===== config.mk =====
export PLATFORM = sky130hd
export DESIGN_NAME = skt_seq
export DESIGN_NICKNAME = d
export VERILOG_FILES = /design/src/hdl/skt_pkg.sv /design/src/hdl/skt_seq.sv
export SDC_FILE = /design/constraint.sdc
export NUM_CORES = 1
export LEC_CHECK = 0
export ABC_CLOCK_PERIOD_IN_PS = 4600
export CAP_MARGIN = 25
export CORE_UTILIZATION = 45
export CTS_BUF_LIST = sky130_fd_sc_hd__clkbuf_8
export DETAILED_ROUTE_END_ITERATION = 7
export DONT_BUFFER_PORTS = 1
export PLACE_DENSITY_LB_ADDON = 0.08
export SYNTH_ARGS = -nofsm -noshare
export SYNTH_HDL_FRONTEND = slang
export SYNTH_SLANG_ARGS = --single-unit

===== constraint.sdc =====
create_clock -name clock -period 4.6 [get_ports clock]
set_clock_uncertainty 0.1 [all_clocks]
set_input_delay 0.92 -clock clock [delete_from_list [all_inputs] [get_ports clock]]
set_output_delay 0.92 -clock clock [all_outputs]
set_load 0.05 [all_outputs]

===== src/hdl/skt_pkg.sv =====
package skt_pkg;

   // operation codes
   localparam logic [1:0] FUNC_SEARCH = 2'd0;
   localparam logic [1:0] FUNC_INSERT = 2'd1;
   localparam logic [1:0] FUNC_REMOVE = 2'd2;

   // result status codes
   localparam logic [1:0] STATUS_DONE   = 2'd0;
   localparam logic [1:0] STATUS_KEPT   = 2'd1;
   localparam logic [1:0] STATUS_ABSENT = 2'd2;
   localparam logic [1:0] STATUS_FULL   = 2'd3;

   localparam int KEY_WIDTH = 32;
   localparam int POS_WIDTH = 9;

   typedef struct packed {
      logic [1:0]                  func;
      logic signed [KEY_WIDTH-1:0] key;
      logic [15:0]                 payload;
      logic                        update;
   } req_type;

   typedef struct packed {
      logic                 found;
      logic [POS_WIDTH-1:0] position;
      logic [1:0]           status;
      logic [POS_WIDTH-1:0] entry_count;
   } rsp_type;

endpackage


===== src/hdl/skt_seq.sv =====
module skt_seq import skt_pkg::*; #(
   parameter int CAPACITY      = 256,
   parameter int PAYLOAD_WIDTH = 16,
   parameter int AW            = $clog2(CAPACITY),
   parameter int CW            = $clog2(CAPACITY + 1)
) (
   input  logic                     clock,
   input  logic                     reset,
   // command side
   input  logic                     start,
   input  req_type                  cmd,
   input  logic                     out_free,
   output logic                     done,
   output rsp_type                  result,
   // entry memory
   output logic                     mem_we,
   output logic [AW-1:0]            mem_waddr,
   output logic [KEY_WIDTH-1:0]     mem_wkey,
   output logic [PAYLOAD_WIDTH-1:0] mem_wpl,
   output logic                     mem_re,
   output logic [AW-1:0]            mem_raddr,
   input  logic [KEY_WIDTH-1:0]     mem_rkey,
   input  logic [PAYLOAD_WIDTH-1:0] mem_rpl
);

   typedef enum logic [2:0] {
      ST_IDLE, ST_SRCH, ST_CMP, ST_HIT, ST_ACT, ST_SHDN, ST_SHUP, ST_PUT_DONE
   } state_type;

   // ST_PUT_DONE is split by a flag to keep the enum compact
   state_type      state_ff, state_in;
   req_type        cmd_ff, cmd_in;
   logic [CW-1:0]  lo_ff, lo_in, hi_ff, hi_in, mid_ff, mid_in;
   logic [CW-1:0]  pos_ff, pos_in, idx_ff, idx_in, cnt_ff, cnt_in;
   logic           hit_ff, hit_in;
   logic           put_ff, put_in;
   logic [1:0]     status_ff, status_in;

   logic [CW:0]    mid_sum;
   logic [CW-1:0]  mid;
   logic [CW:0]    pos_p1, idx_p2;
   logic [CW-1:0]  idx_m1, idx_m2, cnt_m1;

   assign mid_sum = {1'b0, lo_ff} + {1'b0, hi_ff};
   assign mid     = mid_sum[CW:1];
   assign pos_p1  = {1'b0, pos_ff} + (CW+1)'(1);
   assign idx_p2  = {1'b0, idx_ff} + (CW+1)'(2);
   assign idx_m1  = idx_ff - CW'(1);
   assign idx_m2  = idx_ff - CW'(2);
   assign cnt_m1  = cnt_ff - CW'(1);

   always_comb begin
      state_in  = state_ff;
      cmd_in    = cmd_ff;
      lo_in     = lo_ff;
      hi_in     = hi_ff;
      mid_in    = mid_ff;
      pos_in    = pos_ff;
      idx_in    = idx_ff;
      cnt_in    = cnt_ff;
      hit_in    = hit_ff;
      put_in    = put_ff;
      status_in = status_ff;
      mem_we    = 1'b0;
      mem_waddr = pos_ff[AW-1:0];
      mem_wkey  = cmd_ff.key;
      mem_wpl   = PAYLOAD_WIDTH'(cmd_ff.payload);
      mem_re    = 1'b0;
      mem_raddr = mid[AW-1:0];
      done      = 1'b0;

      unique case (state_ff)
         ST_IDLE: begin
            if (start) begin
               cmd_in   = cmd;
               lo_in    = '0;
               hi_in    = cnt_ff;
               state_in = ST_SRCH;
            end
         end
         ST_SRCH: begin
            if (lo_ff < hi_ff) begin
               mem_re    = 1'b1;
               mem_raddr = mid[AW-1:0];
               mid_in    = mid;
               state_in  = ST_CMP;
            end else begin
               pos_in = lo_ff;
               if (lo_ff < cnt_ff) begin
                  mem_re    = 1'b1;
                  mem_raddr = lo_ff[AW-1:0];
                  state_in  = ST_HIT;
               end else begin
                  hit_in   = 1'b0;
                  state_in = ST_ACT;
               end
            end
         end
         ST_CMP: begin
            if ($signed(mem_rkey) < $signed(cmd_ff.key)) begin
               lo_in = mid_ff + CW'(1);
            end else begin
               hi_in = mid_ff;
            end
            state_in = ST_SRCH;
         end
         ST_HIT: begin
            hit_in   = (mem_rkey == cmd_ff.key);
            state_in = ST_ACT;
         end
         ST_ACT: begin
            state_in = ST_PUT_DONE;
            put_in   = 1'b0;
            case (cmd_ff.func)
               FUNC_INSERT: begin
                  if (hit_ff) begin
                     if (cmd_ff.update) begin
                        mem_we    = 1'b1;
                        status_in = STATUS_DONE;
                     end else begin
                        status_in = STATUS_KEPT;
                     end
                  end else if (cnt_ff >= CW'(CAPACITY)) begin
                     status_in = STATUS_FULL;
                  end else begin
                     status_in = STATUS_DONE;
                     put_in    = 1'b1;
                     if (cnt_ff > pos_ff) begin
                        idx_in    = cnt_ff;
                        mem_re    = 1'b1;
                        mem_raddr = cnt_m1[AW-1:0];
                        state_in  = ST_SHDN;
                     end
                  end
               end
               FUNC_REMOVE: begin
                  if (hit_ff) begin
                     status_in = STATUS_DONE;
                     if (pos_p1 < {1'b0, cnt_ff}) begin
                        idx_in    = pos_ff;
                        mem_re    = 1'b1;
                        mem_raddr = pos_p1[AW-1:0];
                        state_in  = ST_SHUP;
                     end else begin
                        cnt_in = cnt_m1;
                     end
                  end else begin
                     status_in = STATUS_ABSENT;
                  end
               end
               default: begin
                  status_in = hit_ff ? STATUS_DONE : STATUS_ABSENT;
               end
            endcase
         end
         ST_SHDN: begin
            // move entry idx-1 to idx, next read already issued
            mem_we    = 1'b1;
            mem_waddr = idx_ff[AW-1:0];
            mem_wkey  = mem_rkey;
            mem_wpl   = mem_rpl;
            idx_in    = idx_m1;
            if (idx_m1 > pos_ff) begin
               mem_re    = 1'b1;
               mem_raddr = idx_m2[AW-1:0];
            end else begin
               state_in = ST_PUT_DONE;
            end
         end
         ST_SHUP: begin
            // move entry idx+1 to idx
            mem_we    = 1'b1;
            mem_waddr = idx_ff[AW-1:0];
            mem_wkey  = mem_rkey;
            mem_wpl   = mem_rpl;
            idx_in    = idx_ff + CW'(1);
            if (idx_p2 < {1'b0, cnt_ff}) begin
               mem_re    = 1'b1;
               mem_raddr = idx_p2[AW-1:0];
            end else begin
               cnt_in   = cnt_m1;
               state_in = ST_PUT_DONE;
            end
         end
         ST_PUT_DONE: begin
            if (put_ff) begin
               // place the new entry at the insertion point
               mem_we = 1'b1;
               cnt_in = cnt_ff + CW'(1);
               put_in = 1'b0;
            end else if (out_free) begin
               done     = 1'b1;
               state_in = ST_IDLE;
            end
         end
         default: begin
            state_in = ST_IDLE;
         end
      endcase
   end

   always_ff @(posedge clock) begin
      if (reset) begin
         state_ff <= ST_IDLE;
         cnt_ff   <= '0;
         put_ff   <= 1'b0;
      end else begin
         state_ff <= state_in;
         cnt_ff   <= cnt_in;
         put_ff   <= put_in;
      end
      cmd_ff    <= cmd_in;
      lo_ff     <= lo_in;
      hi_ff     <= hi_in;
      mid_ff    <= mid_in;
      pos_ff    <= pos_in;
      idx_ff    <= idx_in;
      hit_ff    <= hit_in;
      status_ff <= status_in;
   end

   assign result.found       = hit_ff;
   assign result.position    = POS_WIDTH'(pos_ff);
   assign result.status      = status_ff;
   assign result.entry_count = POS_WIDTH'(cnt_ff);

endmodule


==> results by stage, run 1 <==
Run status:
- The run finished, with violations left.
- The final reports fail on negative setup slack.

Synth:
- After Yosys synthesis, full adders, half adders and majority gates account for 14.5% of the synthesized area.
- The commonest cells after synthesis are sky130_fd_sc_hd__nand2_1, sky130_fd_sc_hd__ha_1, sky130_fd_sc_hd__edfxtp_1.
- Yosys printed 0 warnings.
- Synthesis instantiated 78 different standard cells from the library.
- In the synthesized netlist the dominant register cell turns out to be sky130_fd_sc_hd__edfxtp_1.
- Ranked by total cell area, the synthesized netlist is headed by sky130_fd_sc_hd__edfxtp_1, sky130_fd_sc_hd__ha_1, sky130_fd_sc_hd__nand2_1, sky130_fd_sc_hd__o21ai_0, sky130_fd_sc_hd__xnor2_1.
- In this run, synthesis produced a sequential element count of 112.
- The most common cell in the netlist is sky130_fd_sc_hd__nand2_1.
- Synthesis produced 1023 cells.
- By area, the combinational part of the netlist is dominated by simple AND/OR/NAND/NOR gates.
- Summed over all instances, the cell type with the most area after synthesis is sky130_fd_sc_hd__edfxtp_1.
- The post-synthesis simple-gate area fraction is 18.8%.
- In the synthesized netlist the async set-or-reset flop fraction comes to 0%.
- The number of synthesized flops with an enable pin is 99.
- The synthesized netlist occupies a cell area of 8910 sq um.
- The total nets after synthesis is 1229.
- The per-instance average area after synthesis is 8.71 sq um.
- The proportion of netlist area held by the largest area contributor is 33.4%.
- Of the post-synthesis cell area, the part taken by muxes is 1.84%.
- The area share of xor/xnor cells in the synthesized design is 5.59%.
- The synthesized netlist devotes 17.5% of its cell area to compound gates.
- The sequential area share after synthesis is 36.3%.

STA:
- Setup violations remaining at the end of the flow were counted as 7.
- Setup repair after global routing could not meet its margin everywhere.
- In this run the tightest slew margin relative to its limit is 32.6%.
- In the finished design, the share of the clock period the worst path needs comes to 103%.
- The pin slew with the least headroom to its limit is 1000 ps.
- Timing would allow up to 211 MHz.
- The number of max-slew violations in the final report is 0.
- The final critical-path required period is 4730 ps.
- The count of endpoints failing hold in the final timing report is 0.
- The final worst hold slack is 419 ps.
- Setup slack on the critical path of the routed design comes to -133 ps.

CTS:
- The hold-fix buffer count after cts is 0.
- Counting along the longest clock path gives a buffer depth of 2.
- The root buffer cell chosen for the clock tree is sky130_fd_sc_hd__clkbuf_8.
- The clock sink total is 112.
- The TritonCTS clock tree is done.
- Buffers inserted during clock tree synthesis total 9.
- Clock-pin slew was measured on the worst setup and hold paths at 120 ps.
- The count of H-tree levels built during CTS is 3.
- The latest clock arrival within the worst-skew pair is 410 ps.

Cells and area:
- For this run, the share of the core covered by cells in the final layout is 55.1%.
- The area overhead of the layout relative to synthesis is 20.2%.
- The repair_antennas step left the layout with diodes totalling 0.
- The post-route netlist has 19.4% of its cells at a drive strength greater than 1.
- Excluding fillers, the count of instances in the completed layout stands at 1381.
- The number of inserted filler cells in the final layout is 1800.
- The number of nets at the end of the flow is 1317.

Power:
- The internal portion of the total power is 0.00401 W.
- The clock network fraction of total power is 7.7%.
- The peak ir drop on the vdd network is 0.336 mV.
- The switching power is 0.00476 W.
- In this run switching power makes up 54.2% of total power.
- The part of the power in registers is 20.9%.
- The logic gate share of total power is 71.4%.
- The total power draw is 0.00877 W.
- The leakage power is 4.43 nW.
- For this design the ratio of total power to cell area is 818 nW/um^2.

Setup path:
- The element type at the critical path start is a flop.
- Data on the critical path is required at its endpoint by 3580 ps.
- Walking the worst path, the cells encountered are or3_4 > nor2_4 > nand2_2 > xnor2_2 > ha_1 > nand4_1 > or3_4 > o211ai_1 > buf_4 > buf_6 > buf_4 > nand2_1 > a31oi_1 > o221a_1 > o211a_1 > a21oi_4 > buf_12.
- STA classifies the critical path endpoint as a primary output.
- The number of buffers and inverters on the critical path is 4.
- For the worst setup path, the data arrival time is 3710 ps.
- In this design, the stage delay of the slowest critical-path cell is 440 ps.
- The kind of cell with the highest combined delay on the critical path is simple AND/OR/NAND/NOR gates.
- The worst setup path is of the reg2out kind.
- The critical path's slowest cell is sky130_fd_sc_hd__or3_4.
- Of all nets on the critical path, the largest fanout is 3.

Detailed routing:
- For this block, the routed nets add up to 28400 um of wire.
- The first detailed-routing pass took 5 iterations.
- For this block, the initial DRC count from the detailed router was 405.
- In the routed design, unresolved DRC markers number 0.
- In this run the remaining antenna-violating nets after routing total 0.
- Using the TritonRoute via totals, the vias-per-cell ratio works out to 5.73.
- The final routed wire length divided by cell count is 20.5 um.
- The via count is 7914.

Global routing:
- The number of antenna violations at the first check in global routing is 0.
- Entering global routing, the biggest net connects 55 pins.
- Summed over all layers, the global routing overflow is 0.
- Global routing used 28.4% of the available tracks across all layers.
- The first-pass GRT wire length is 42900 um.
- The number of global-route vias before repair is 7574.

Placement:
- The number of port buffers is 0.
- The HPWL reported at the end of detailed placement is 22000 um.
- The placer congestion estimate is 0.947.
- The cell count after placement is 1342.

Min path:
- The type of the worst min-delay path is reg2reg.

Flow run:
- The tool flagged a number of max-cap violations equal to 0.

Die:
- Pin placement for this block handled 191 I/O pins.
- The floorplan die area is 20400 sq um.
- The die is 143 um wide.
- Row generation in the floorplan step produced 51 rows.
- Once the floorplan was initialized, standard cells occupied 45.8% of the core.
- The floorplan step defined a core boundary enclosing 19500 sq um.
- The y dimension of the die is 143 um.
-- cell type report --
cell class | count | area (sq um) | area share [%]
tap | 265 | 332 | 3.09
clock buffer | 9 | 124 | 1.16
timing repair buffer | 120 | 1020 | 9.53
inverter | 85 | 319 | 2.98
sequential | 112 | 3230 | 30.2
multi-input combinational | 783 | 5590 | 52.2
clock inverter | 7 | 93.8 | 0.876
-- power by group through the flow --
stage	clock, W	combinational (W)	sequential [W]
detailed placement	0	0.00569	0.00185
CTS	0.000696	0.00609	0.00183
global route	0.000721	0.00670	0.00187
finish	0.000674	0.00626	0.00184
floorplan	0	0.00389	0.00188
global placement	0	0.00568	0.00184
-- cell usage in the layout, fill, tap and decap left out, drive strengths merged, types with 13 or more instances in the layout --
master    n
ha      102
nand3    34
xor2     13
dfxtp    13
edfxtp   99
inv      86
a21oi    47
nor2     68
and3     16
nand2   164
mux2i    13
xnor2    43
nor3     19
o21ai    87
nand4    18
a21o     16
buf     119
-- per-stage QoR --
step / setup WS, ps / setup TNS (ps) / area, sq um
2_1_floorplan: -141 / -155 / 8930
3_3_place_gp: 90.7 / 0 / 9910
3_5_place_dp: 30.3 / 0 / 9910
4_1_cts: -169 / -644 / 10500
5_1_grt: -320 / -1770 / 10700
6_report: -133 / -598 / 10700
-- logic make-up (layout without fill, tap and decap cells) --
family | after synthesis | in the layout
AO/OA/AOI/OAI | 244 | 244
multiplexers | 16 | 16
buffers and inverters | 128 | 221
AND/OR/NAND/NOR | 364 | 364
XOR/XNOR | 56 | 56
adder cells (fa/ha/maj) | 103 | 103
flip-flops | 112 | 112
-- worst paths after layout --
check        startpoint      endpoint  slack, ps  depth (start not counted)
max           idx_ff[4]  mem_raddr[1]       -130                         17
min              put_ff        put_ff        420                          2
max reg2reg   pos_ff[4]     idx_ff[6]       1120                         15
min reg2reg      put_ff        put_ff        420                          2
-- flip-flops by register name, indices dropped and copies added (netlist names) --
register	cells
cmd_ff	51
cnt_ff	9
hi_ff	9
hit_ff	1
idx_ff	9
lo_ff	9
mid_ff	9
pos_ff	9
put_ff	1
state_ff	3
status_ff	2
-- metal layers --
metal  vias up  GRT usage, %  part of all wire, %
li1       3870             -                    -
met1      3692          36.0                   43
met2       308          46.4                   46
met3        44          7.48                  8.5
met4         0          10.5                  2.6
met5         -             0                    0
-- worst reg2reg max path, cell delays in order (launching register included) --
cell	delay, ps
sky130_fd_sc_hd__edfxtp_1	420
sky130_fd_sc_hd__buf_6	110
sky130_fd_sc_hd__and4_4	240
sky130_fd_sc_hd__nand4_1	150
sky130_fd_sc_hd__xnor2_2	230
sky130_fd_sc_hd__ha_2	330
sky130_fd_sc_hd__o21a_1	130
sky130_fd_sc_hd__o21ai_2	170
sky130_fd_sc_hd__a31oi_4	70
sky130_fd_sc_hd__o31a_1	360
sky130_fd_sc_hd__buf_4	150
sky130_fd_sc_hd__buf_4	120
sky130_fd_sc_hd__a21oi_1	160
sky130_fd_sc_hd__nor3_1	80
sky130_fd_sc_hd__nor3_1	170
sky130_fd_sc_hd__buf_4	210
-- repair_timing --
action,4_1_cts,5_1_grt
resized for setup,71,19
setup endpoints to repair,8,8
pin swaps,24,16
buffers inserted,13,9
No activity file was read; power rests on OpenSTA's default activity.
==> inputs of run 2 (changes only) <==
--- a/config.mk
+++ b/config.mk
@@ -5,7 +5,7 @@
 export SDC_FILE = /design/constraint.sdc
 export NUM_CORES = 1
 export LEC_CHECK = 0
-export ABC_CLOCK_PERIOD_IN_PS = 4600
+export ABC_CLOCK_PERIOD_IN_PS = 4500
 export CAP_MARGIN = 25
 export CORE_UTILIZATION = 45
 export CTS_BUF_LIST = sky130_fd_sc_hd__clkbuf_8
==> constraint.sdc (replaced) <==
create_clock -name clock -period 4.5 [get_ports clock]
set_clock_uncertainty 0.1 [all_clocks]
set_input_delay 0.9 -clock clock [delete_from_list [all_inputs] [get_ports clock]]
set_output_delay 0.9 -clock clock [all_outputs]
set_load 0.05 [all_outputs]
==> results by stage, run 2 (synthesized netlist as in run 1, its figures left out) <==
Run status:
- Result of the run: complete, but fails checks (unchanged).
- Violations in the final reports: negative setup slack (unchanged).

STA:
- The share of the clock period used by the worst path after layout is 106%.
- The total of endpoints with negative setup slack in the final report is 9 (was 7).
- Unrepaired setup endpoints after global routing: true (unchanged).
- The count of endpoints failing hold in the final timing report is 0 (unchanged).
- Static timing analysis puts the maximum clock frequency at 209 MHz.
- The final worst hold slack is 415 ps (was 419 ps).
- The final critical-path required period is 4780 ps.
- The relative slew slack came to 32.8% (was 32.6%).
- The number of max-slew violations in the final report came to 0 (unchanged).
- The pin slew with the least headroom to its limit is 1000 ps (about the same).
- The minimum setup slack in the final design is -279 ps (was -133 ps).

Cells and area:
- The share of the core filled with cells is 55.3% (was 55.1%).
- The number of nets at the end of the flow is 1324 (was 1317).
- The leading cell type in the layout, fill and taps excluded is sky130_fd_sc_hd__nand2_1 (unchanged).
- The register containing the most flip-flops in the final layout is cmd_ff (unchanged).
- Commonest cells after routing, fill and taps aside: sky130_fd_sc_hd__nand2_1, sky130_fd_sc_hd__buf_4, sky130_fd_sc_hd__ha_1, sky130_fd_sc_hd__edfxtp_1, sky130_fd_sc_hd__inv_1 (was sky130_fd_sc_hd__nand2_1, sky130_fd_sc_hd__buf_4, sky130_fd_sc_hd__edfxtp_1).
- The number of diodes added for antenna fixing is 0 (unchanged).
- The area overhead of the layout relative to synthesis is 20.8% (was 20.2%).
- The number of inserted filler cells in the final layout came to 1756 (was 1800).
- The number of flip-flops in the largest register is 51 (unchanged).
- The fraction of final layout cells sized beyond drive strength 1 came to 20.3% (was 19.4%).

Global routing:
- The all-layer global routing usage is 27.4% (was 28.4%).
- The number of antenna violations at the first check in global routing is 0 (unchanged).
- The total congestion overflow is 0 (unchanged).
- The first-pass GRT wire length came to 41800 um (was 42900 um).
- The number of global-route vias before repair was 7508 (was 7574).
- The pin count of the biggest net entering global routing is 64 (was 55).

Min path:
- The type of the worst min-delay path is reg2reg (unchanged).
- The launch instance of the worst min-delay path is put_ff (unchanged).

Setup path:
- The data required time at the worst endpoint is 3500 ps (was 3580 ps).
- The worst setup path startpoint is idx_ff[1] (was idx_ff[4]).
- The data arrival time of the critical path is 3780 ps (was 3710 ps).
- The kind of critical path is reg2out (unchanged).
- The highest net fanout along the worst path is 6 (was 3).
- The element type at the critical path start is a flop (unchanged).
- The sort of element at the end of the critical path is a primary output (unchanged).
- The launch point of the worst reg-to-reg path is idx_ff[3] (was pos_ff[4]).

Die:
- The y dimension of the die is 143 um (unchanged).
- The horizontal extent of the die came to 143 um (unchanged).
- The effective utilization at floorplan is 45.8% (unchanged).
- The floorplan die area came to 20400 sq um (unchanged).
- The number of placement rows came to 51 (unchanged).
- The placeable core area was 19500 sq um (unchanged).
- The I/O pin total is 191 (unchanged).

CTS:
- The TritonCTS clock tree is done (unchanged).
- The clock sink total came to 112 (unchanged).
- The worst-case clock buffer depth is 2 (unchanged).
- The count of H-tree levels built during CTS is 3 (unchanged).
- The buffer type at the clock tree root is sky130_fd_sc_hd__clkbuf_8 (unchanged).
- The clock transition at the registers of the reported paths came to 130 ps (was 120 ps).
- The number of buffers added by the clock tree synthesis step is 9 (unchanged).
- The latest clock arrival within the worst-skew pair was 400 ps (was 410 ps).

Flow run:
- The max-cap violation count came to 0 (unchanged).

Detailed routing:
- The remaining antenna violation count after routing is 0 (unchanged).
- The detailed router's first-iteration violation count came to 563 (was 405).
- The final routed wire length divided by cell count is 20.0 um (was 20.5 um).
- The iteration count of the initial detailed-routing pass was 5 (unchanged).
- The routed via count divided by cell count is 5.74 (was 5.73).
- The number of remaining DRC errors is 0 (unchanged).
- The final wirelength is 27700 um (was 28400 um).
- The via count is 7964 (was 7914).

Placement:
- The HPWL reported at the end of detailed placement is 21600 um (was 22000 um).
- The number of port buffers is 0 (unchanged).
- The placer congestion estimate is 0.932 (was 0.947).

Power:
- The total power draw came to 0.00893 W (was 0.00877 W).
- The leakage power is 4.49 nW (was 4.43 nW).
- The total power divided by cell area came to 829 nW/um^2 (was 818 nW/um^2).
- The peak ir drop on the vdd network was 0.357 mV (was 0.336 mV).
==> run 2: worst max-delay path: stages (launching register included) <==
cell and delay [ps]:
sky130_fd_sc_hd__edfxtp_1 440, sky130_fd_sc_hd__inv_2 150, sky130_fd_sc_hd__ha_4 150, sky130_fd_sc_hd__a21boi_4 160
sky130_fd_sc_hd__buf_6 140, sky130_fd_sc_hd__nand2_4 50, sky130_fd_sc_hd__xnor2_2 140, sky130_fd_sc_hd__ha_1 290
sky130_fd_sc_hd__o21ai_0 100, sky130_fd_sc_hd__a22oi_1 290, sky130_fd_sc_hd__buf_4 170, sky130_fd_sc_hd__o211a_4 210
sky130_fd_sc_hd__buf_4 120, sky130_fd_sc_hd__nor2_2 40, sky130_fd_sc_hd__a211oi_4 310, sky130_fd_sc_hd__a2111oi_4 90
sky130_fd_sc_hd__a211oi_2 300, sky130_fd_sc_hd__buf_6 210
==> run 2: final cells by class <==
type	count	area, sq um	area share [%]
sequential	112	3230	30.0
clock buffer	9	124	1.15
inverter	85	319	2.97
clock inverter	7	72.6	0.674
multi-input combinational	783	5630	52.3
tap	265	332	3.08
timing repair buffer	127	1050	9.74
==> run 2: metal layers <==
layer / vias up / track usage, % / part of all wire, %
li1: 3868 / - / -
met1: 3730 / 36.9 / 43
met2: 338 / 45.2 / 47
met3: 28 / 5.30 / 8.4
met4: 0 / 6.40 / 1.5
met5: - / 0 / 0
==> run 2: worst paths after layout <==
path | end | slack, ps | cells after the start
max reg2reg | state_ff[1] | 860 | 15
min reg2reg | put_ff | 410 | 2
max | mem_raddr[4] | -280 | 17
min | put_ff | 410 | 2
==> run 2: repair_timing <==
item                                    CTS  global route
pin swaps                                28            28
resized for setup                        57            31
hold buffers                              0             0
endpoints found under the setup margin    9             8
buffers inserted                         21            13
==> run 2: per-stage QoR <==
stage / cell area (sq um) / setup TNS [ps] / setup WS, ps / instances
6_report: 10800 / -1730 / -279 / 1388
2_1_floorplan: 8940 / -221 / -221 / 1023
4_1_cts: 10500 / -727 / -171 / 1373
5_1_grt: 10800 / -3010 / -424 / 1388
3_3_place_gp: 9870 / -40.5 / -26.4 / 1336
3_5_place_dp: 9870 / -180 / -100 / 1336
==> run 2: power breakdown <==
group | switching [W] | leakage [nW] | internal, W
clock | 0.000412 | 0.102 | 0.000220
sequential | 0.000245 | 1.04 | 0.00160
combinational | 0.00423 | 3.35 | 0.00222
